`src/rtl/core/sbht_pkg.sv`:
```
// ----------------------------------------------------------------------------
// sbht_pkg
// Shared constants for the segment versus box hit time pipeline.
// ----------------------------------------------------------------------------
package sbht_pkg;

  localparam int COORD_BITS_DEF     = 24;
  localparam int TIME_FRAC_BITS_DEF = 16;

endpackage

```
`src/rtl/core/sbht_slab.sv`:
```
// ----------------------------------------------------------------------------
// sbht_slab
// One axis of the slab test. It forms the entry and exit time numerators over
// a common denominator 2*|delta|, and checks the parallel case.
// ----------------------------------------------------------------------------
module sbht_slab
  import sbht_pkg::*;
#(
  parameter int COORD_BITS = COORD_BITS_DEF
) (
  input  logic signed [COORD_BITS-1:0] s,
  input  logic signed [COORD_BITS-1:0] e,
  input  logic signed [COORD_BITS-1:0] c,
  input  logic        [COORD_BITS-2:0] w,
  output logic signed [COORD_BITS+2:0] near_num,
  output logic signed [COORD_BITS+2:0] far_num,
  output logic        [COORD_BITS+1:0] den,
  output logic                         par,
  output logic                         par_ok
);

  localparam int NW = COORD_BITS + 3;

  logic signed [NW-1:0]         s2;
  logic signed [NW-1:0]         c2;
  logic signed [NW-1:0]         wx;
  logic signed [NW-1:0]         lo2;
  logic signed [NW-1:0]         hi2;
  logic signed [COORD_BITS:0]   d;
  logic        [COORD_BITS:0]   dmag;

  assign s2  = {{2{s[COORD_BITS-1]}}, s, 1'b0};
  assign c2  = {{2{c[COORD_BITS-1]}}, c, 1'b0};
  assign wx  = {4'b0000, w};
  assign lo2 = c2 - wx;
  assign hi2 = c2 + wx;
  assign d   = {e[COORD_BITS-1], e} - {s[COORD_BITS-1], s};
  assign dmag = d[COORD_BITS] ? (~d + 1'b1) : d;

  assign den      = {dmag, 1'b0};
  assign par      = (d == '0);
  assign par_ok   = (s2 > lo2) && (s2 < hi2);
  assign near_num = d[COORD_BITS] ? (s2 - hi2) : (lo2 - s2);
  assign far_num  = d[COORD_BITS] ? (s2 - lo2) : (hi2 - s2);

endmodule

```
`config.mk`:
```
export PLATFORM = sky130hd
export DESIGN_NAME = sbht_slab
export DESIGN_NICKNAME = d
export VERILOG_FILES = /design/src/rtl/core/sbht_pkg.sv /design/src/rtl/core/sbht_slab.sv
export SDC_FILE = /design/constraint.sdc
export NUM_CORES = 1
export LEC_CHECK = 0
export ABC_AREA = 1
export BUFFER_PORTS_ARGS = -buffer_cell sky130_fd_sc_hd__buf_2
export CORE_ASPECT_RATIO = 0.8
export CORE_MARGIN = 10
export CORE_UTILIZATION = 30
export DETAILED_ROUTE_END_ITERATION = 8
export MAX_ROUTING_LAYER = met4
export SLEW_MARGIN = 40
export SYNTH_ARGS = -nofsm -noshare
export SYNTH_HDL_FRONTEND = slang
export SYNTH_SLANG_ARGS = --single-unit
export TNS_END_PERCENT = 20
```
`constraint.sdc`:
```
create_clock -name vclk -period 4.5
set_input_delay 0.45 -clock vclk [all_inputs]
set_output_delay 0.45 -clock vclk [all_outputs]
set_load 0.02 [all_outputs]
```
[Yosys cells after proc, flatten, opt, wreduce, memory -nomap -nowiden]
Cells that the tools add are included.
Cells by class
  muxes and demuxes: 3
  $lt $le $gt $ge: 2
  eq/ne operators: 0
  multipliers: 0
  reduce and logical (&&, ||, !) cells: 2
  add/sub/neg operators: 8
  bitwise gates (word level): 1
  shift operators: 0
  divide/modulo/power cells: 0
Operators with widths (number)
  $mux W27: 2
  $sub A25 B26 Y27: 2
  $sub A26 B25 Y27: 2
  $add A25 B24 Y26: 1
  $gt A25 B26 Y1: 1
  $lt A25 B26 Y1: 1
  $sub A25 B24 Y26: 1
  $add A25 B1 Y25 const B: 1
  $logic_not A25 Y1: 1
  $mux W25: 1
  $not A25 Y25: 1
  $sub A24 B24 Y25: 1
  $logic_and A1 B1 Y1: 1
Word-level totals
  bits in registers: 0
  bits in latches: 0
  bits of input ports: 95
  memories: 0
  bits in writable memories: 0
  output and inout port bits: 82
  ROM bits: 0
  word-level logic and storage cells: 16

[Depth between registers and ports, before layout]
  depth in word-level cells: 4
  mapped depth: 27
  mapped depth without buffers: 25

[Least setup slack after synthesis]
No wires, ideal clock.
  path kind: input to output
  start: input w[0]
  end: output par_ok
  data arrival time: 3.700 ns
  path buffers: 1
  setup slack: 0.350 ns
  required time: 4.050 ns
  stages: 24
  cell sequence: inv_1 fa_1 nand3_1 nand3_1 a21oi_1 inv_1 a21oi_1 o21bai_1 nand3_1 nand3_1 nand2_1 inv_1 ha_1 buf_2 nand2_1 nor2_1 inv_1 nor4_1 nand2_1 nand3_1 nand2_1 nand4_1 nand2_1 a21oi_1
Between the ends
  cells in the longest elaborated chain, start to end: 3
  elaborated cells on any way between the ends: 5
  classes of those cells: add/sub (2); order compare (2); reduce/logical (1)
Ends and longest elaborated chain
  from (decl): RTL line sbht_slab.sv:14  | input logic [COORD_BITS-2:0] w,
  $sub A25 B24 Y26 or $add A25 B24 Y26 (tied branches): RTL line sbht_slab.sv:35, sbht_slab.sv:36
  $gt A25 B26 Y1 or $lt A25 B26 Y1 (tied branches): RTL line sbht_slab.sv:42  | assign par_ok = (s2 > lo2) && (s2 < hi2);
  $logic_and A1 B1 Y1 *: RTL line sbht_slab.sv:42
  to (decl): RTL line sbht_slab.sv:19  | output logic par_ok
Mark *: on every way between the ends. The rest lies on a longest branch, timed or not.

[Worst setup path after layout]
  start: input w[3]
  end: output near_num[26]
Between the ends
  cells in the longest elaborated chain, start to end: 3
  elaborated cells on any way between the ends: 5
  classes of those cells: add/sub (4); mux (1)
Ends and longest elaborated chain
  $sub A25 B24 Y26 or $add A25 B24 Y26 (tied branches): RTL line sbht_slab.sv:35, sbht_slab.sv:36
  $sub A26 B25 Y27 or $sub A25 B26 Y27 (tied branches): RTL line sbht_slab.sv:43  | assign near_num = d[COORD_BITS] ? (s2 - hi2) : (lo2 - s2);
  $mux W27 *: RTL line sbht_slab.sv:43
  to (decl): RTL line sbht_slab.sv:15  | output logic signed [COORD_BITS+2:0] near_num,
Marked as above.

==> impl_metrics.env <==
export IMPL_outcome="finished, final reports clean"
export IMPL_hold_path_class="in -> out"
export IMPL_grt_pass1_vias=14440
export IMPL_die_h_um=193.3
export IMPL_max_cap_viol_count=0
export IMPL_layout_common_cells="533 x nand2_1, 348 x inv_1, 333 x buf_4, 162 x buf_2, 133 x nor2_1"
export IMPL_hold_viol_final=0
export IMPL_drt_wl_total_mm=52.73
export IMPL_hpwl_mm=46.40
export IMPL_die_area_mm2=0.04572
export IMPL_period_share_pct=98.47
export IMPL_relSlewSlack_pct=63.70
export IMPL_yosys_top_cells_area="nand2_1 19%, ha_1 19%, inv_1 12%"
export IMPL_cp_depth=24
export IMPL_netlist_instances=2062
export IMPL_final_common_cell="nand2_1"
export IMPL_met1_length_mm=24.54
export IMPL_drive_gt1_share_pct=32.28
export IMPL_met3_length_mm=2.445
export IMPL_period_minus_slack_ns=4.431
export IMPL_p_leak_nw=8.920
export IMPL_ys_types=52
export IMPL_ant_nets=0
export IMPL_ys_warnings_count=0
export IMPL_top_layer="met4"
export IMPL_rsz0062_at_grt="yes"
export IMPL_multiInputGateArea_mm2=0.01087
export IMPL_tns_ns=0
export IMPL_max_freq_mhz=225.7
export IMPL_cts_hold_buf=0
export IMPL_numPortBuffers=176
export IMPL_overflow=0
export IMPL_avgRoutedWirePerCell_um=17.60
export IMPL_powerDensity_mw_per_mm2=329.9
export IMPL_cp_num_buf_inv=6
export IMPL_chipWidth_um=236.6
export IMPL_num_antenna_cells=0
export IMPL_synth_nets=2332
export IMPL_row_count=63
export IMPL_dpl_worst_slack_ns=-0.2884
export IMPL_drtIter0Drc=1049
export IMPL_worstPathCellList="buf_2 > inv_1 > ha_4 > inv_1 > a21oi_2 > nand2_2 > a21oi_4 > o21ai_4 > buf_4 > nand3_1 > nand4_1 > xor2_2 > inv_2 > ha_4 > nand2_2 > nor2_4 > nand2_1 > nor3_2 > nand2_1 > nand4_1 > xor2_1 > nand2_1 > nand2_1 > buf_4"
export IMPL_path_class="in -> out"
export IMPL_seq_cell_count=0
export IMPL_vias=14651
export IMPL_coreArea_mm2=0.03705
export IMPL_initial_core_util_pct=30.38
export IMPL_start_kind="primary input"
export IMPL_first_pass_iters=5
export IMPL_syn_area_mm2=0.01126
export IMPL_finalWorstSetupSlack_ns=0.06893
export IMPL_final_nets=2781
export IMPL_yosys_area_top_type_share_pct=19.01
export IMPL_crit_path_top_delay_cell="xor2_2"
export IMPL_critPathMaxFanout=4
export IMPL_required_ns=4.05
export IMPL_cp_end_kind="output pin"
export IMPL_antenna_found_initial=0
export IMPL_total_power_w=0.005367
export IMPL_ys_seq_area_share_pct=0
export IMPL_syn_to_final_growth_pct=44.54
export IMPL_worstPathArrival_ns=3.98
export IMPL_cp_slowest_stage_delay_ns=0.37
export IMPL_grt_max_degree=77
export IMPL_grt_pass1_wl_mm=78.79
export IMPL_viasPerCell=4.890
export IMPL_cp_common_cell="nand2_1"
export IMPL_netlist_top_cell_by_area="nand2_1"
export IMPL_peakVddDrop_v=0.0001934
export IMPL_worst_slew_pin_slew_ns=0.5388
export IMPL_final_clkbuf_count=0
export IMPL_met2_length_mm=24.09
export IMPL_maxSlewViolCount=0
export IMPL_avgSynthCellArea_um2=5.459
export IMPL_setup_viol=0
export IMPL_boundaryPins=177
export IMPL_drc=0
export IMPL_nFillCells=4068
export IMPL_crit_family="simple AND/OR/NAND/NOR gates"
export IMPL_holdPathStages=3
export IMPL_gp_congestion=1.024
export IMPL_grt_usage_pct=21.95
export IMPL_register_area_um2=0
-- stage by stage --
step	utilization [%]	cell area, µm²	hold slack (ns)	instances
floorplan	-	11260	1.013	2062
CTS	40.69	15070	1.246	2983
finish	43.91	16270	1.245	2996
global route	43.91	16270	1.264	2996
detailed placement	39.90	14780	1.244	2982
global placement	39.90	14780	1.243	2982
-- tightest hold or removal path: stages --
cell and delay [ns]:
buf_2 0.09, buf_4 0.10, buf_2 0.15
-- cell type report --
| type | instances | area share, % |
|---|---|---|
| timing repair buffer | 502 | 20.89 |
| tap | 487 | 3.745 |
| inverter | 370 | 8.552 |
| multi-input combinational | 1637 | 66.82 |
-- report_power, final --
part	total [W]	internal (W)	switching (W)
logic	0.00537	0.00211	0.00326
clock network	0	0	0
registers	0	0	0
-- logic make-up after synthesis --
| kind of cell | share of synthesized area, % |
|---|---|
| compound gates | 20.99 |
| xor+xnor | 10.12 |
| other cells | 0.03332 |
| fa+ha+maj | 19.85 |
| buf+inv | 15.17 |
| simple gates | 33.84 |
-- metal layers --
metal	vias up	GRT usage (%)
met2	396	36.28
li1	7449	-
met4	0	5.395
met5	-	-
met3	79	0.8213
met1	6727	28.95
-- synth_stat cells, drive strengths merged, types with 16 or more instances --
cell type,number
a21o,19
a21oi,177
a31oi,22
buf,39
clkbuf,16
ha,169
inv,369
nand2,585
nand3,101
nand4,17
nor2,186
nor3,19
o21ai,133
o21bai,19
xnor2,16
xor2,114
-- worst paths after layout --
path | endpoint | startpoint | slack (ns)
max | near_num[26] | w[3] | 0.07
min | far_num[0] | w[0] | 1.24
-- repair_timing --
action                     4_1_cts  5_1_grt
gates resized for setup         65      277
setup endpoints to repair       31       35
buffers inserted                 1       14
pin swaps                        9       82
(Power assumes the default switching activity.)
