==> config.mk <==
export PLATFORM = sky130hd
export DESIGN_NAME = sbht_div
export DESIGN_NICKNAME = d
export VERILOG_FILES = /design/src/rtl/core/sbht_pkg.sv /design/src/rtl/core/sbht_div.sv
export SDC_FILE = /design/constraint.sdc
export NUM_CORES = 2
export LEC_CHECK = 0
export ABC_AREA = 0
export BUFFER_PORTS_ARGS = -buffer_cell sky130_fd_sc_hd__buf_2
export CAP_MARGIN = 20
export CORE_MARGIN = 2
export CORE_UTILIZATION = 55
export CTS_CLUSTER_DIAMETER = 40
export CTS_CLUSTER_SIZE = 14
export DETAILED_ROUTE_END_ITERATION = 8
export PLACE_DENSITY = 0.8
export SETUP_SLACK_MARGIN = 0.3
export SKIP_LAST_GASP = 1
export SYNTH_ARGS = -nofsm -noshare
export SYNTH_HDL_FRONTEND = slang
export SYNTH_SLANG_ARGS = --single-unit
==> constraint.sdc <==
create_clock -name clk -period 12.4 [get_ports clk]
set_input_delay 1.86 -clock clk [delete_from_list [all_inputs] [get_ports clk]]
set_output_delay 1.86 -clock clk [all_outputs]
set_load 0.05 [all_outputs]
==> src/rtl/core/sbht_pkg.sv <==
// ----------------------------------------------------------------------------
// sbht_pkg
// Shared constants for the segment versus box hit time pipeline.
// ----------------------------------------------------------------------------
package sbht_pkg;

  localparam int COORD_BITS_DEF     = 24;
  localparam int TIME_FRAC_BITS_DEF = 16;

endpackage

==> src/rtl/core/sbht_div.sv <==
// ----------------------------------------------------------------------------
// sbht_div
// Pipelined restoring divider, one quotient bit per stage, followed by the
// rounding and output register.
// ----------------------------------------------------------------------------
module sbht_div
  import sbht_pkg::*;
#(
  parameter int COORD_BITS     = COORD_BITS_DEF,
  parameter int TIME_FRAC_BITS = TIME_FRAC_BITS_DEF
) (
  input  logic                        clk,
  input  logic                        rst,
  input  logic                        in_valid,
  output logic                        in_ready,
  input  logic                        hit,
  input  logic                        do_div,
  input  logic [COORD_BITS+1:0]       num,
  input  logic [COORD_BITS+1:0]       den,
  output logic                        out_valid,
  input  logic                        out_ready,
  output logic                        out_hit,
  output logic [TIME_FRAC_BITS:0]     out_time
);

  localparam int N  = TIME_FRAC_BITS + 1;
  localparam int DW = COORD_BITS + 2;

  logic            v    [0:N];
  logic            rdy  [0:N];
  logic            h    [0:N];
  logic            dq   [0:N];
  logic [DW-1:0]   r    [0:N];
  logic [DW-1:0]   d    [0:N];
  logic [N-1:0]    q    [0:N];
  logic [N:0]      q_inc;

  assign v[0]     = in_valid;
  assign h[0]     = hit;
  assign dq[0]    = do_div;
  assign r[0]     = num;
  assign d[0]     = den;
  assign q[0]     = '0;
  assign in_ready = rdy[0];
  assign rdy[N]   = !out_valid || out_ready;

  for (genvar k = 0; k < N; k++) begin : g_step
    logic [DW:0] r2;
    logic        ge;

    assign r2     = {r[k], 1'b0};
    assign ge     = (r2 >= {1'b0, d[k]});
    assign rdy[k] = !v[k+1] || rdy[k+1];

    always_ff @(posedge clk) begin
      if (rst) begin
        v[k+1] <= 1'b0;
      end else if (rdy[k]) begin
        v[k+1] <= v[k];
      end
      if (rdy[k] && v[k]) begin
        h[k+1]  <= h[k];
        dq[k+1] <= dq[k];
        d[k+1]  <= d[k];
        r[k+1]  <= ge ? DW'(r2 - {1'b0, d[k]}) : r2[DW-1:0];
        q[k+1]  <= {q[k][N-2:0], ge};
      end
    end
  end

  // Round half up; a quotient just below one rounds to one exactly.
  assign q_inc = {1'b0, q[N]} + 1'b1;

  always_ff @(posedge clk) begin
    if (rst) begin
      out_valid <= 1'b0;
    end else if (rdy[N]) begin
      out_valid <= v[N];
    end
    if (rdy[N] && v[N]) begin
      out_hit  <= h[N];
      out_time <= dq[N] ? q_inc[N:1] : '0;
    end
  end

endmodule

# Word level (Yosys, flattened, before mapping)
# Cells that the tools add are included.
totals:
  register_bits: 1055
  input_bits: 58
  output_inout_bits: 20
  word_cells: 223
classes:
  n_addsub: 17
  magnitude_cmp: 17
  n_mux: 16
  reduce_logical: 54
op_table:
  columns: ["op", "n"]
  rows:
  - ["$ge 27x26->1", 17]
  - ["$mux 26", 16]
  - ["$sub 26x26->26", 16]
  - ["$add 17x1->18 const B", 1]
  - ["$logic_and 1x1->1", 18]
  - ["$logic_not 1->1", 18]
  - ["$logic_or 1x1->1", 18]

# Longest topological paths before layout
depth:
  word_depth: 20
  ltp_mapped: 15
  mapped_depth_nobuf: 12

# Worst setup path after synthesis
# Ideal clock, no wire load.
synth_path:
  path_kind: "input to register"
  start: "in out_ready"
  end: "reg d[208] (netlist bit), enable pin"
  setup_ns: 0.580
  arrival_time_ns: 7.397
  required_time_ns: 11.820
  setup_slack_ns: 4.422
  cell_stages: 6
  n_path_buf: 0
  cell_sequence: "nor2b_1 > and3_1 > and3_1 > and3_1 > and3_1 > a21boi_0"
synth_between:
  elab_chain_cells: 11
synth_rtl:
  columns: ["element", "line_no", "text"]
  rows:
  - ["start: declaration", "sbht_div.sv:21", "input logic out_ready,"]
  - ["$logic_or 1x1->1", "sbht_div.sv:45", "assign rdy[N] = !out_valid || out_ready;"]
  - ["$logic_or 1x1->1 (9 in a row)", "sbht_div.sv:53", "assign rdy[k] = !v[k+1] || rdy[k+1];"]
  - ["$logic_and 1x1->1", "sbht_div.sv:61", "if (rdy[k] && v[k]) begin"]
  - ["end signal: indexed assignment", "sbht_div.sv:64", "d[k+1] <= d[k];"]
  - ["end: declaration", "sbht_div.sv:34", "logic [DW-1:0] d [0:N];"]
# Every way passes these cells.
# A chain may end at the register's enable or synchronous reset.

# Worst setup path after layout
layout_path:
  start: "in out_ready"
  end: "out in_ready"
layout_between:
  elab_chain_cells: 18
layout_rtl:
  columns: ["element", "line_no", "text"]
  rows:
  - ["$logic_or 1x1->1", "sbht_div.sv:45", null]
  - ["$logic_or 1x1->1 (17 in a row)", "sbht_div.sv:53", null]
  - ["end: declaration", "sbht_div.sv:15", "output logic in_ready,"]
# Every way passes these cells.

==> impl_summary.txt <==
----------------------------------------------------
[Critical path]
  Worst reg2reg path endpoint ... g_step[4].r2[10]$_DFFE_PP_
  Required time at the endpoint of the critical path ... 10540 ps
  Setup crit end kind ... output pin
  Crit path from ... out_ready
  Endpoint of the worst setup timing path ... in_ready
  Setup slack on the worst flop-to-flop path ... 7980 ps
  Arrival time of the worst setup path ... 4460 ps
  Launching point of the worst reg2reg path ... d[365]$_DFFE_PP_
  Number of cells on the worst reg-to-reg path ... 12
  CP Max Fanout ... 7
  Type of the worst setup path ... input port to output pin
  Setup crit start kind ... input port

[Place]
  Total instance count after detailed placement ... 6602
  Final RePlAce weighted congestion ... roughly 0.94
  Dpl cell area ... 60780 sq um
  IO buf count ... 77
  HPWL after detailed placement ... 97460 um

[STA]
  Peak Freq ... 158.3 MHz
  Setup repair after global routing missed its margin ... no
  Slew Viols, Final ... 0
  Count of endpoints failing setup in the final report ... 0
  Final clock skew ... 36.32 ps
  Part of the cycle the worst path needs ... 0.5095
  Aggregate negative setup slack ... 0 ps
  Transition at the pin with the smallest max-transition slack ... 980.2 ps
  Hold violation total from the final report ... 0
  Final worst path period need ... 6318 ps
  Slew margin rel. ... 0.3394

[Worst hold path]
  Kind of path behind the tightest hold check ... flip-flop to flip-flop

[Synthesis]
  Fraction of the mapped netlist area in compound gates ... 0.1444
  Fraction of registers with async set/reset ... 0
  Post-Synth Simple-Gate Area ... 0.1000
  Synth Register Bits ... 1055
  List of most frequent post-synthesis cells ... sky130_fd_sc_hd__edfxtp_1, sky130_fd_sc_hd__inv_1, sky130_fd_sc_hd__ha_1
  Synthesized area per cell ... approximately 11 sq um
  Number of instances in the synthesized netlist ... 5198
  Seq/Total Area, Yosys ... 0.5366
  Top cells by area in the synthesized netlist ... sky130_fd_sc_hd__edfxtp_1, sky130_fd_sc_hd__ha_1, sky130_fd_sc_hd__inv_1
  Most frequently used cell type in the post-synthesis netlist ... sky130_fd_sc_hd__edfxtp_1
  Multiplexer fraction of the synthesized cell area ... 0.02781
  Primary FF master, synth ... sky130_fd_sc_hd__edfxtp_1
  XOR/XNOR Fraction of Synth Area ... 0.04640
  Synthesized net count ... 5714
  Number of flops mapped to enable cells by yosys ... 1037
  Synth cell types ... 94
  Combinational family with the most area after synthesis ... compound AO/OA/AOI/OAI gates
  Synthesis warning total ... 0
  Cell area after technology mapping ... 58710 sq um
  Adder and majority gate portion of the synthesized area ... 0.09966
  Largest area contributor in the synthesized netlist ... sky130_fd_sc_hd__edfxtp_1
  Area share of the largest cell type after synthesis ... 0.5304

[Finish]
  Finished Cell Area ... 65890 sq um
  # nets final ... 5879
  Layout overhead on the synthesized area ... 12.23%
  Antenna diode count ... 0
  Number of standard cells in the final layout excluding fillers ... 6876
  Fraction of final layout cells sized beyond drive strength 1 ... 0.1037
  Fill cell count ... 7913

[Status]
  Result of the run ... completed

[Floorplan]
  Overall die height ... 330.7 um
  Site Rows ... 119
  Placeable core area ... 105600 sq um
  Ports ... 78
  Horizontal die dimension ... 330.7 um
  Initial Util ... 0.5561
  Die Outline Area ... 109400 sq um

[Clocking]
  Count of cells resized by post-cts repair ... 0
  Clock-pin transition on the worst setup and hold timing paths ... 60 ps
  Cell chosen for the clock root ... sky130_fd_sc_hd__clkbuf_16
  Later-pin clock latency in the skew report ... ~770 ps
  Buffer levels on the longest clock path ... 3
  Post-CTS setup-driven buffer insertion count ... 0
  TritonCTS clock tree ... built
  Number of clock sinks ... 1055
  H-tree level count ... 4
  Cts bufs inserted ... 148
  Hold bufs inserted after CTS ... 0

[Global route]
  Antenna violations before repair ... 0
  Number of global-route vias before repair ... 40450
  Wire length of the first global-routing pass ... 203000 um
  GRT Resource Usage Total ... 0.2342
  Pin count of the biggest net entering global routing ... 71
  Remaining global-route overflow ... 0

[Detailed routing]
  Initial detailed-routing violation count ... 2422
  Detailed-route vias per instance ... 5.813
  Number of DRC violations after detailed routing ... 0
  Pre-antenna DRT Iters ... 8
  Post-detailed-route count of antenna-violating nets ... 0
  Routed wire per std cell ... 18.60 um
  Overall via count from detail_route ... 39970
  Routed WL ... 127900 um

[Run]
  Maximum capacitance violations ... 0

[Pwr]
  Leak pwr ... approximately 26 nW
  Areal power density over the cells ... 136.3 nW/um^2
  VDD IR-drop max ... ~0.11 mV

----------------------------------------------------
## cells by family (layout without fill, tap and decap cells)
group | count (synthesis) | after routing
AO/OA/AOI/OAI | 1354 | 1354
AND/OR/NAND/NOR | 1208 | 1208
flip-flops | 1055 | 1055
buffers and inverters | 678 | 965
adder cells (fa/ha/maj) | 458 | 458
XOR/XNOR | 311 | 311
multiplexers | 134 | 134
## layer usage
metal	wire [um]	share of wire	GRT usage	vias up
li1	-	-	-	19370
met1	45220	0.35	0.2275	19000
met2	68600	0.54	0.4512	1140
met3	4926	0.039	0.03521	462
met4	9160	0.072	0.1602	0
met5	0	0	0	-
## registers in the layout, summed over array words and instances (netlist names)
| signal | cells |
|---|---|
| q | 153 |
| g_step.r2 | 416 |
| out_time | 17 |
| out_hit | 1 |
| h | 17 |
| out_valid | 1 |
| dq | 17 |
| v | 17 |
| d | 416 |
## worst min-delay path by stage
stage	cells after the start	start	to	slack (ps)
floorplan	0	dq[1]$_DFFE_PP_	dq[0]$_DFFE_PP_	400
global placement	0	q[96]$_DFFE_PP_	q[80]$_DFFE_PP_	400
detailed placement	0	h[15]$_DFFE_PP_	h[14]$_DFFE_PP_	400
CTS	0	dq[14]$_DFFE_PP_	dq[13]$_DFFE_PP_	390
global route	0	dq[14]$_DFFE_PP_	dq[13]$_DFFE_PP_	420
finish	0	dq[14]$_DFFE_PP_	dq[13]$_DFFE_PP_	390
## cells in the final DEF, fill, tap and decap left out, drive strengths merged, types with 110 or more instances in the layout
master  netlist  layout
ha          442     442
mux2        128     128
nand2       383     383
clkbuf       57     156
xnor2       184     184
a21o        140     140
inv         583     616
edfxtp     1037    1037
a21oi       373     373
nor2        275     275
o21ai       410     410
buf          38     110
xor2        127     127
## metrics by stage
step           power (mW)  setup slack, ps    util  hold slack, ps
3_5_place_dp        4.793             6119  0.5758           404.5
4_1_cts             9.029             6091  0.6237           393.1
6_report            8.979             6082  0.6241           395.0
5_1_grt             9.279             5961  0.6241           416.9
3_3_place_gp        4.769             6125  0.5758           401.4
2_1_floorplan       4.616             4422       -           400.3
## where the power goes
| part | leakage [nW] | internal [mW] | switching (mW) | total [mW] |
|---|---|---|---|---|
| sequential | 9.54 | 3.99 | 0.0444 | 4.03 |
| combinational | 14.1 | 0.289 | 0.415 | 0.704 |
| clock | 2.45 | 2.58 | 1.67 | 4.25 |
## critical path: stages
cell,delay (ps)
sky130_fd_sc_hd__buf_2,90
sky130_fd_sc_hd__nor2b_1,310
sky130_fd_sc_hd__and3_1,410
sky130_fd_sc_hd__and3_1,560
sky130_fd_sc_hd__nand2_1,200
sky130_fd_sc_hd__nor4_2,340
sky130_fd_sc_hd__buf_4,240
sky130_fd_sc_hd__nand4_1,150
sky130_fd_sc_hd__buf_2,260
## final cells by class
class / instances / area, sq um / share of cell area
multi-input combinational: 3465 / 24730 / 0.3754
timing repair buffer: 110 / 660.6 / 0.01003
clock buffer: 156 / 3734 / 0.05667
clock inverter: 116 / 1331 / 0.02021
inverter: 583 / 2188 / 0.03321
tap: 1391 / 1740 / 0.02641
sequential: 1055 / 31500 / 0.4781
(Power assumes the default switching activity.)
