--- src/rtl/core/sbht_pkg.sv ---
// ----------------------------------------------------------------------------
// sbht_pkg
// Shared constants for the segment versus box hit time pipeline.
// ----------------------------------------------------------------------------
package sbht_pkg;

  localparam int COORD_BITS_DEF     = 24;
  localparam int TIME_FRAC_BITS_DEF = 16;

endpackage

--- src/rtl/core/sbht_select.sv ---
// ----------------------------------------------------------------------------
// sbht_select
// Decision stage: rejects disjoint intervals, picks the later entry and the
// earlier exit, and checks both against the segment's time range.
// ----------------------------------------------------------------------------
module sbht_select
  import sbht_pkg::*;
#(
  parameter int COORD_BITS = COORD_BITS_DEF
) (
  input  logic                           clk,
  input  logic                           rst,
  input  logic                           in_valid,
  output logic                           in_ready,
  input  logic signed [2*COORD_BITS+5:0] prod_a,
  input  logic signed [2*COORD_BITS+5:0] prod_b,
  input  logic signed [2*COORD_BITS+5:0] prod_c,
  input  logic signed [2*COORD_BITS+5:0] prod_d,
  input  logic signed [COORD_BITS+2:0]   nx,
  input  logic signed [COORD_BITS+2:0]   fx,
  input  logic        [COORD_BITS+1:0]   dx,
  input  logic                           px,
  input  logic signed [COORD_BITS+2:0]   ny,
  input  logic signed [COORD_BITS+2:0]   fy,
  input  logic        [COORD_BITS+1:0]   dy,
  input  logic                           py,
  input  logic                           ok,
  output logic                           out_valid,
  input  logic                           out_ready,
  output logic                           hit,
  output logic                           do_div,
  output logic        [COORD_BITS+1:0]   num_q,
  output logic        [COORD_BITS+1:0]   den_q
);

  logic                         both_fin;
  logic                         rej;
  logic                         near_x;
  logic                         far_x;
  logic                         near_fin;
  logic                         far_fin;
  logic signed [COORD_BITS+2:0] nnum;
  logic        [COORD_BITS+1:0] nden;
  logic signed [COORD_BITS+2:0] fnum;
  logic signed [COORD_BITS+2:0] nden_s;
  logic                         hit_c;

  assign both_fin = !px && !py;
  assign rej      = both_fin && ((prod_a > prod_b) || (prod_c > prod_d));
  // With one axis parallel its entry is minus infinity and its exit plus
  // infinity, so the other axis decides.
  assign near_x   = py || (both_fin && (prod_a > prod_c));
  assign far_x    = py || (both_fin && (prod_d < prod_b));
  assign near_fin = !(px && py);
  assign far_fin  = !(px && py);
  assign nnum     = near_x ? nx : ny;
  assign nden     = near_x ? dx : dy;
  assign fnum     = far_x ? fx : fy;
  assign nden_s   = {1'b0, nden};
  assign hit_c    = ok && !rej && !(near_fin && (nnum >= nden_s))
                    && !(far_fin && (fnum <= 0));
  assign in_ready = !out_valid || out_ready;

  always_ff @(posedge clk) begin
    if (rst) begin
      out_valid <= 1'b0;
    end else if (in_ready) begin
      out_valid <= in_valid;
    end
    if (in_ready && in_valid) begin
      hit    <= hit_c;
      do_div <= hit_c && near_fin && (nnum > 0);
      num_q  <= nnum[COORD_BITS+1:0];
      den_q  <= nden;
    end
  end

endmodule

--- config.mk ---
export PLATFORM = sky130hd
export DESIGN_NAME = sbht_select
export DESIGN_NICKNAME = d
export VERILOG_FILES = /design/src/rtl/core/sbht_pkg.sv /design/src/rtl/core/sbht_select.sv
export SDC_FILE = /design/constraint.sdc
export NUM_CORES = 1
export LEC_CHECK = 0
export ABC_AREA = 1
export BUFFER_PORTS_ARGS = -buffer_cell sky130_fd_sc_hd__buf_2
export CAP_MARGIN = 10
export CORE_AREA = 2 2 170 172
export CTS_BUF_LIST = sky130_fd_sc_hd__clkbuf_2
export DETAILED_ROUTE_END_ITERATION = 10
export DIE_AREA = 0 0 172 174
export PLACE_DENSITY = 0.68
export SETUP_SLACK_MARGIN = 0.5
export SYNTH_ARGS = -nofsm -noshare
export SYNTH_HDL_FRONTEND = slang
export SYNTH_SLANG_ARGS = --single-unit
export TNS_END_PERCENT = 20
--- constraint.sdc ---
create_clock -name clk -period 4.2 [get_ports clk]
set_clock_uncertainty 0.1 [all_clocks]
set_input_delay 0.84 -clock clk [delete_from_list [all_inputs] [get_ports clk]]
set_output_delay 0.84 -clock clk [all_outputs]
set_load 0.01 [all_outputs]
### Word level (Yosys, flattened, before mapping)

Cells that the tools add are included.

| word-level totals | value |
|---|---|
| register bits | 55 |
| output and inout port bits | 56 |

| operators by class | value |
|---|---|
| order comparisons | 7 |
| muxes and demuxes | 3 |
| reductions and logical operators | 24 |

Operators by type and width:

| cell | count |
|---|---|
| greater-than comparator 54 bit | 3 |
| less-than comparator 54 bit | 1 |
| two-way mux 27 bit | 2 |
| greater-or-equal comparator 27 bit | 1 |
| greater-than comparator 27 x 1 -> 1 bit (second input constant) | 1 |
| less-or-equal comparator 27 x 1 -> 1 bit (second input constant) | 1 |
| two-way mux 26 bit | 1 |
| logical AND 1 bit | 13 |
| logical NOT 1 bit | 7 |
| logical OR 1 bit | 4 |

### Logic depth before layout (Yosys ltp)

| logic depth | value |
|---|---|
| word-level depth | 12 |
| gate-level depth with buffers | 35 |
| gate-level depth less buffers | 34 |

### Worst setup path before layout

OpenSTA, ideal clock, no wires.

| timing path | value |
|---|---|
| kind | input port to flip-flop |
| from | input prod_c[29] |
| to | register do_div, data pin |
| arrival time | 3.891 ns |
| required time | 3.847 ns |
| setup slack | -0.044 ns |
| stages on the path | 30 |
| buffers on the path | 2 |
| cells stage by stage | inv_1 -> ha_1 -> nand2_1 -> nor2_1 -> nand4_1 -> nand2b_1 -> nor2_1 -> nand2_1 -> nand3_1 -> nand3_4 -> nand2_4 -> buf_4 -> buf_2 -> o21ai_2 -> ha_1 -> nand2_1 -> nor2_1 -> nand4_1 -> o2111ai_1 -> nand2_1 -> a21oi_1 -> nor2_1 -> o21ai_0 -> nand2_1 -> nand2_1 -> nand2_1 -> nand2_1 -> inv_1 -> nand3_1 -> nor2_1 |

| on the way | value |
|---|---|
| word-level cells in the longest chain between the ends | 11 |
| elaborated cells on any way between the ends | 18 |
| those cells by class | order compare: 4; mux: 2; reduce/logical: 12 |

Ends and longest elaborated chain:

| element | line | text |
|---|---|---|
| from (decl) | sbht_select.sv:17 | `input logic signed [2*COORD_BITS+5:0] prod_c,` |
| greater-than comparator 54 bit | sbht_select.sv:52 | `assign near_x = py \|\| (both_fin && (prod_a > prod_c));` |
| logical AND 1 bit | sbht_select.sv:52 |  |
| logical OR 1 bit | sbht_select.sv:52 |  |
| two-way mux 27 bit or two-way mux 26 bit (tied branches) | sbht_select.sv:56, sbht_select.sv:57 |  |
| greater-or-equal comparator 27 bit | sbht_select.sv:60 | `assign hit_c = ok && !rej && !(near_fin && (nnum >= nden_s))` |
| logical AND 1 bit | sbht_select.sv:60 |  |
| logical NOT 1 bit | sbht_select.sv:60 |  |
| logical AND 1 bit | sbht_select.sv:60 |  |
| logical AND 1 bit | sbht_select.sv:61 | `&& !(far_fin && (fnum <= 0));` |
| logical AND 1 bit | sbht_select.sv:72 | `do_div <= hit_c && near_fin && (nnum > 0);` |
| logical AND 1 bit * | sbht_select.sv:72 |  |
| to (signal assigned) | sbht_select.sv:72 |  |
| to (decl) | sbht_select.sv:31 | `output logic do_div,` |

Mark *: on every way between the ends. The rest lies on a longest branch, timed or not.
A chain may end at the register's enable or synchronous reset.

### Final worst setup path

| timing path | value |
|---|---|
| from | input prod_c[51] |
| to | register do_div, data pin |

| on the way | value |
|---|---|
| word-level cells in the longest chain between the ends | 11 |
| elaborated cells on any way between the ends | 18 |
| those cells by class | order compare: 4; mux: 2; reduce/logical: 12 |

Ends and longest elaborated chain:

| element | line | text |
|---|---|---|
| greater-than comparator 54 bit * | sbht_select.sv:52 |  |
| logical AND 1 bit * | sbht_select.sv:52 |  |
| logical OR 1 bit * | sbht_select.sv:52 |  |
| two-way mux 27 bit * | sbht_select.sv:56 | `assign nnum = near_x ? nx : ny;` |
| via nnum[13] | sbht_select.sv:42 | `logic signed [COORD_BITS+2:0] nnum;` |
| greater-or-equal comparator 27 bit | sbht_select.sv:60 |  |
| logical AND 1 bit | sbht_select.sv:60 |  |
| logical NOT 1 bit | sbht_select.sv:60 |  |
| logical AND 1 bit | sbht_select.sv:60 |  |
| logical AND 1 bit | sbht_select.sv:61 |  |
| logical AND 1 bit | sbht_select.sv:72 |  |
| logical AND 1 bit * | sbht_select.sv:72 |  |

The timed path passes the listed nets; every way through them passes the cells marked *.

==> metrics.txt <==
HPWL after detailed placement 31.2 mm; Reg clk slew, reported paths 0.35 ns; Post-DRT Antenna Nets 0; Seq. cell area 0.00164 mm2; critical path type in2reg; clk buf depth 2; Util after Layout 49.9%; CORE AREA 0.0282 mm2; detailed-route DRC error count 0; Hold Path Class in2reg; CP arrival 4.26 ns; synthesized cell area 0.00906 mm2; Worst-Margin Slew 0.725 ns; cell mode on critical path nand2_1; share of Yosys cell area claimed by the top area cell type 33.3%; relative slew slack 51.7%; max cap viols 0; CP Max Fanout 6; Worst R2R Path Depth 2; CTS tree built; CTS buffer count 5; startpoint types primary input; global-route wire length before repair 53.5 mm; Die W 172 um; grt met2 use 43.3%; crit share post-route 97.5%; minimum clock period 4.10 ns; number of global-route vias before repair 11,000; post-synthesis register bit count 55; IO Pins 439; Lkg Pwr 7.88 nW; r2r startpoint out_valid$_SDFFE_PP0N_; Post-synth ARST share 0%; clk sinks 55; Max rail drop VDD 110 uV; DRT Pass-1 Iters 7; area occupied by multi-input gates 0.00707 mm2; Total GRT Usage 22.8%; Power, Total 2.35 mW; Hold Path End out_valid$_SDFFE_PP0N_; antenna violations before repair 6; WL per Instance 16.3 um; unrepaired setup endpoints after global routing yes; Most used DFF post-synth edfxtp_1; grt total ovfl 0; Yosys top cell by area ha_1; register area share after synthesis 18.1%; reg-to-reg endpoint num_q[19]$_DFFE_PP_; die height 174 um; pwr dens 167 mW/mm2; Area contributors post-synth ha_1, edfxtp_1, inv_1; number of nets in the layout 2,478; status completed; number of synthesized flops with an enable pin 54; Syn Inst Count 1,253; min-delay src rst; slowest stage delay, CP 0.32 ns; die area 0.0299 mm2; # fillers 2,753; r2r setup slk 2.54 ns; Critical Path RT 4.36 ns; Crit. End Element register; Vias 10,900; GRT met1 Usage 25.1%; Final Hold Viols 0; hold path depth 2; share of cells above drive strength 1 43.1%; busiest grt layer met2; Synth cell types 43; Synthesized Nets 1,877; fin. max-slew vios 0; DRT iter0 DRCs 484; H-tree depth 2; Finish-stage setup viols 0; Clock Tree Root clkbuf_2; RD Place Congestion 0.919; met3 Usage GRT 2.32%; fmax 244 MHz; initial core utilization 32.1%; via/cell ratio 4.85; num rows 62; Avg Inst Size Synth 7.23 um2; Synth Warn # 0; Clock Latency Late Sink 0.51 ns; Detailed Route WL 36.7 mm; Layout area overhead 55.4%; Port Buffer Count 438; pin count of the biggest net entering global routing 55; slowest CP cell ha_1
-- per-stage QoR --
stage	setup slack, ns	std cells	area, um2	TNS (ns)	hold slack [ns]
final	0.103	2245	14100	0	0.324
after global routing	-0.168	2245	14100	-0.310	0.309
after CTS	0.0175	2232	13200	0	0.323
after detailed placement	-0.614	2216	12900	-1.23	0.433
after global placement	-0.562	2216	12900	-1.11	0.424
after floorplan	0.133	1253	9110	0	0.490
-- cell families after synthesis --
logic type	after synthesis	share of synthesized area, %
compound gates	201	12.9
simple gates	461	23.1
buf+inv	295	12.6
flops	55	18.1
fa+ha+maj	241	33.3
-- cells in the mapped netlist (3+ instances only) --
cell       instances
clkbuf_1           4
nand4_1           29
a21o_1             4
a21oi_1          109
buf_2              3
nor3_1            15
ha_1             241
a211oi_1           5
or2_2             25
o21a_1             5
nand3_1           34
inv_1            280
o21ai_0           38
o211ai_1           8
o21ai_2           19
buf_6              3
o2111ai_1          5
nand2_1          252
nand3b_1          17
nor4_1            18
nor2_1            59
edfxtp_1          54
-- metal layers --
| metal | wire (um) | vias up |
|---|---|---|
| li1 | - | 5396 |
| met1 | 14400 | 4931 |
| met2 | 18600 | 466 |
| met3 | 1980 | 93 |
| met4 | 1730 | 0 |
| met5 | 0 | - |
-- area by class of cell --
| cell class | count | share of cell area [%] |
|---|---|---|
| multi-input combinational | 903 | 50.2 |
| timing repair buffer | 606 | 26.5 |
| sequential | 55 | 11.7 |
| inverter | 283 | 7.70 |
| tap | 384 | 3.41 |
| clock inverter | 3 | 0.195 |
| clock buffer | 5 | 0.178 |
| antenna | 6 | 0.107 |
-- where the power goes --
group / leakage, nW / internal (mW) / total [mW] / switching (mW)
logic: 7.32 / 0.686 / 1.44 / 0.754
clock network: 0.0311 / 0.0465 / 0.240 / 0.194
registers: 0.527 / 0.659 / 0.672 / 0.0126
-- repair_timing --
item | in CTS | in global routing
resized for setup | 50 | 143
setup endpoints to repair | 2 | 2
hold endpoints to repair | 0 | 0
pin swaps | 19 | 54
hold buffers | 0 | 0
setup buffers | 5 | 4
cloned | 3 | 3
-- cell usage in the layout, fill, tap and decap left out, drive strengths merged, types with 4 or more instances in the layout --
cell type and instances:
a211oi 5, a21o 4, a21oi 109, buf 603, clkbuf 8, diode 6, edfxtp 54, ha 241
inv 283, nand2 254, nand3 36, nand3b 17, nand4 29, nor2 60, nor3 15, nor4 18
o2111ai 5, o211ai 8, o21a 5, o21ai 57, or2 25
-- worst max-delay path, delay by kind of cell --
kind	cells	cell delay (ns)
compound gates	4	0.55
fa+ha+maj	2	0.58
buf+inv	8	0.63
simple gates	20	1.64
-- registers in the layout, indices dropped and copies added (netlist names) --
name       flops
out_valid      1
hit            1
den_q         26
num_q         26
do_div         1
-- worst max path at each step --
stage | to | startpoint
2_1_floorplan | do_div$_DFFE_PP_ | prod_c[13]
3_3_place_gp | do_div$_DFFE_PP_ | prod_c[29]
3_5_place_dp | hit$_DFFE_PP_ | prod_c[27]
4_1_cts | do_div$_DFFE_PP_ | prod_c[17]
5_1_grt | do_div$_DFFE_PP_ | prod_c[17]
6_report | do_div$_DFFE_PP_ | prod_c[51]
(Power assumes the default switching activity.)
